===== config.mk =====
export PLATFORM = sky130hd
export DESIGN_NAME = ates_ram
export DESIGN_NICKNAME = d
export VERILOG_FILES = /design/src/rtl/core/ates_ram.sv
export SDC_FILE = /design/constraint.sdc
export NUM_CORES = 1
export LEC_CHECK = 0
export BUFFER_PORTS_ARGS = -buffer_cell sky130_fd_sc_hd__buf_2
export CAP_MARGIN = 20
export CORE_ASPECT_RATIO = 0.75
export CORE_MARGIN = 2
export CORE_UTILIZATION = 50
export CTS_CLUSTER_DIAMETER = 50
export DETAILED_ROUTE_END_ITERATION = 8
export MAX_ROUTING_LAYER = met4
export PLACE_DENSITY = 0.67
export SLEW_MARGIN = 20
export SYNTH_ARGS = -nofsm -noshare
export SYNTH_HDL_FRONTEND = slang
export SYNTH_SLANG_ARGS = --single-unit

===== constraint.sdc =====
create_clock -name clock -period 2.7 [get_ports clock]
set_input_delay 0.54 -clock clock [delete_from_list [all_inputs] [get_ports clock]]
set_output_delay 0.54 -clock clock [all_outputs]
set_load 0.02 [all_outputs]

===== src/rtl/core/ates_ram.sv =====
`timescale 1ns / 1ps
module ates_ram #(
   parameter int WIDTH = 8,
   parameter int DEPTH = 16
) (
   input  logic                     clock,
   input  logic                     wr_en,
   input  logic [$clog2(DEPTH)-1:0] wr_addr,
   input  logic [WIDTH-1:0]         wr_data,
   input  logic [$clog2(DEPTH)-1:0] rd_addr,
   output logic [WIDTH-1:0]         rd_data
);
   logic [WIDTH-1:0] mem [DEPTH];
   logic [WIDTH-1:0] rd_data_ff;

   always_ff @(posedge clock) begin
      if (wr_en) begin
         mem[wr_addr] <= wr_data;
      end
      rd_data_ff <= mem[rd_addr];
   end

   assign rd_data = rd_data_ff;
endmodule


Yosys cells after proc, flatten, opt, wreduce, memory -nomap -nowiden:

Memory sizes are Yosys's and may differ from the RTL's. A register that Yosys moved wholly into a read port is not among the register bits.
Cells that the tools add are included.

* reductions and logical operators: 0
* add/subtract/negate cells: 0
* $mul: 0
* order comparisons: 0
* shift-type cells: 0
* divide/modulo/power cells: 0
* bitwise gates (word level): 0
* mux-type cells: 2
* equal/unequal tests: 0

Operators with widths (number)
* $mux 1: 2

* input port bits: 18
* memory bits (read-only): 0
* word-level logic and storage cells: 3
* output and inout bits: 8
* bits in writable memories: 128
* memories: 1
* bits in latches: 0
* flip-flop bits (word level): 0

Memory list
* mem: words 16, width 8, read ports 1, clocked after Yosys merged registers in 1, wr ports 1, line 13 `logic [WIDTH-1:0] mem [DEPTH];`

Depth between registers and ports, before layout:

* word-level depth: 2
* mapped depth: 5
* mapped depth without buffers: 3

Worst setup path before layout:

OpenSTA, ideal clock, no wires.

* kind: input-to-reg
* from: input port wr_addr[2]
* to: memory mem[0][0], enable pin
* buffers on the path: 0
* stages on the path: 2
* setup time: 0.383 ns
* arrival: 1.650 ns
* path slack: 0.667 ns
* cells stage by stage: or3b_2 -> nor3_1

RTL lines
* start: declaration: line 8 `input logic [$clog2(DEPTH)-1:0] wr_addr,`
* end: declaration: line 13

No word-level cell before the write port.

==> metrics list <==
* Sequential element share of the synthesized area: 0.778
- Critical path capture point type: flop
- Worst r2r path cells: 3
- Post-detailed-placement cell area: 0.00552 sq mm
- The share of total power dissipated in combinational logic is 0.049.
* Number of setup violations in the final report: 0
- Buffers inserted during post-CTS setup optimization: 0
* Net switching component of the power: 0.910 mW
- Synthesized Nets: 247
- Number of vias per cell after detailed routing: 5.59
- Peak supply drop: 0.403 mV
- After the first detailed-routing iteration, the DRC count stood at 187.
- Routability cong.: 0.718
- In the final design database the tool counted 301 nets.
* Pin count of the biggest net entering global routing: 17
- STA puts the critical path data required time at 2.98 ns.
- Yosys synthesis warning count: 0
- For the finished layout, the period the worst path requires is 1.73 ns.
* Power Internal: 3.75 mW
* H-tree lvl count: 4
- Summed over all layers, the routed wires come to 9.57 mm.
- The count of nets left with antenna violations once routing finished came out at 0.
* Result of the run: complete, no violations
- Critical Path End: rd_data[4]
- Period utilization: 0.642
- The first global-routing pass estimated 14.7 mm of wire.
* Class of the worst hold path: in2reg
* Crit Path Max Fanout: 16
* Relative max-transition margin: 0.470
- The most critical setup path has its startpoint at rd_addr[0].
- In this run the critical register-to-register path is launched from mem[2][3].
- Of the total power, the share spent switching nets is 0.195.
- Synth Area per Inst: 22.5 sq um
- The number of antenna violations at the first check in global routing came to 0.
- On the final layout, the worst clock skew is 0.00808 ns.
- The number of hold buffers added after CTS was 0.
* Cell area after technology mapping: 0.00515 sq mm
- The tool flagged a number of max-cap violations equal to 0.
* Buffers plus inverters on the worst setup path: 2
- In this run the static leakage power is 2.06 nW.
* Type of origin of the critical path: input port
* Largest stage delay on the critical path: 0.56 ns
- Summed over all failing endpoints, the final setup total negative slack is 0 ns.
- Via count of the routed design: 2408
- CORE AREA: 0.0102 sq mm
- Hold Fails Final Rpt: 0
* Clock buffers created by TritonCTS: 17
- Count of pins over their slew limit: 0
- Pre-Repair DR Iteration Count: 4
- The floorplan has 32 rows.
- CP max stage cell: mux4_1
- Aggregate global-route resource usage: 0.199
- Buffers added on ports: 25
* Path type of the worst setup path: in2reg
* Chain of cells forming the critical path: buf_2, buf_12, mux4_1, a22oi_1, nand2_1
- Leaving out filler cells and counting taps, the final layout contains 431.
- The share of total power dissipated in the clock network is 0.441.
* Post_cts resized: 0
- Die X-Extent: 121 um
* Clock insertion delay at the later pin of the skew report: 0.41 ns
- Slack of the worst reg-to-reg path: 1.36 ns
- Post-synthesis instance total: 229
- Delay-heaviest family, CP: buffers and inverters
* Transition at the pin with the smallest max-transition slack: 0.793 ns
* Layout filler cell count: 741
- Based on the critical path, the design can be clocked at up to 577 MHz.
* Seq pwr share: 0.510
- Register bit total from synthesis: 136
- Die area: 0.0111 sq mm
- The wire-length estimate of the detail-placed layout is 6.39 mm.
* Post-DR wirelength/cell: 22.2 um
- Clock tree from TritonCTS: built
- Initial Util: 0.506
* Cell area power density: 771 mW/mm^2
- Number of distinct library cells after synthesis: 19
* Congestion Overflow GR: 0
- CTS root buffer: clkbuf_16
- Post-synthesis to final-layout area growth: 17.5%
* Worst Hold Path Cells: 1
* Boundary pin count: 26
- Stages on the worst setup path: 5
- Clock-pin slew of the registers on the worst-case setup and hold paths: 0.05 ns
- Number of cells in the design after placement: 400
- Maximum count of clock buffers along a single path: 2
- Number of DRC violations after detailed routing: 0
- Setup repair after global routing left no endpoint under its margin.
- Y dimension of the die: 91.9 um
* Clock Sinks: 136
- In this run the critical register-to-register path is captured at rd_data[3].
- The via count of the first global-routing pass came to 2455.
* Crit path DAT: 2.02 ns
- In the final layout, the share of cells above drive strength 1 is 0.292.
- The number of antenna diodes in the final layout is 0.
* Post-route standard cell area excluding fillers: 0.00605 sq mm
-- how the worst min path moves through the flow --
stage | endpoint | slack (ns) | start
6_report | mem[1][0] | 0.51 | wr_data[0]
5_1_grt | mem[3][3] | 0.52 | wr_data[3]
4_1_cts | mem[1][0] | 0.49 | wr_data[0]
3_5_place_dp | rd_data[0] | 0.66 | mem[12][0]
3_3_place_gp | rd_data[0] | 0.66 | mem[12][0]
2_1_floorplan | rd_data[0] | 0.63 | mem[7][0]
-- kinds of logic after synthesis --
family                 count (synthesis)  share of synthesized area
AND/OR/NAND/NOR                       35                     0.0318
multiplexers                          32                      0.150
AO/OA/AOI/OAI                         16                     0.0233
flip-flops                           136                      0.778
buffers and inverters                 10                     0.0168
-- cells in the final DEF (no fill, tap or decap) --
cell type / count
edfxtp_1: 128
buf_2: 25
buf_4: 19
mux4_2: 18
clkbuf_16: 17
a22oi_1: 16
mux4_1: 14
nor2_1: 13
nand2_1: 9
dfxtp_1: 8
clkbuf_1: 6
nor3_1: 4
clkinv_1: 3
nand3b_1: 2
nand2b_1: 2
clkbuf_8: 2
clkinv_2: 2
nor2b_1: 1
and2_1: 1
and2b_1: 1
nand3_1: 1
or3b_2: 1
bufinv_16: 1
buf_12: 1
-- flip-flops by register name, summed over array words and instances (netlist names) --
| signal | cells |
|---|---|
| mem | 128 |
| rd_data | 8 |
-- metrics by stage --
step / utilization / setup WS [ns] / hold WS [ns] / power (mW)
global route: 0.594 / 0.841 / 0.515 / 4.80
CTS: 0.594 / 0.929 / 0.495 / 4.70
finish: 0.594 / 0.966 / 0.512 / 4.66
floorplan: - / 0.667 / 0.629 / 2.55
detailed placement: 0.543 / 0.491 / 0.663 / 2.65
global placement: 0.543 / 0.507 / 0.656 / 2.65
-- synth_stat cells --
master / number / area share
a22oi_1: 16 / 0.023
and2_1: 1 / 0.0012
and2b_1: 1 / 0.0015
buf_2: 3 / 0.0029
buf_4: 1 / 0.0015
buf_6: 3 / 0.0066
clkdlybuf4s25_2: 3 / 0.0058
dfxtp_1: 8 / 0.031
edfxtp_1: 128 / 0.75
mux4_1: 14 / 0.071
mux4_2: 18 / 0.079
nand2_1: 9 / 0.0066
nand2b_1: 2 / 0.0024
nand3_1: 1 / 0.00097
nand3b_1: 2 / 0.0029
nor2_1: 13 / 0.0095
nor2b_1: 1 / 0.0012
nor3_1: 4 / 0.0039
or3b_2: 1 / 0.0017
-- power groups by stage --
stage / sequential (mW) / combinational (mW) / clock [mW]
4_1_cts: 2.38 / 0.232 / 2.09
5_1_grt: 2.38 / 0.249 / 2.17
3_3_place_gp: 2.42 / 0.226 / 0
2_1_floorplan: 2.43 / 0.120 / 0
6_report: 2.38 / 0.227 / 2.06
3_5_place_dp: 2.42 / 0.232 / 0
-- layout make-up --
cell class                 count  area [sq um]  area share
sequential                   136          4000       0.662
multi-input combinational     83          1060       0.175
tap                          136           170      0.0281
timing repair buffer          45           288      0.0476
clock inverter                 6          51.3     0.00849
clock buffer                  25           475      0.0786
-- routing by layer --
| layer | part of all wire | up-vias | global-route usage |
|---|---|---|---|
| met4 | 0.014 | 0 | 0.0766 |
| li1 | - | 1079 | - |
| met2 | 0.45 | 80 | 0.270 |
| met1 | 0.46 | 1238 | 0.290 |
| met3 | 0.076 | 11 | 0.0578 |
| met5 | 0 | - | - |
Power figures use the tool's default switching activity.
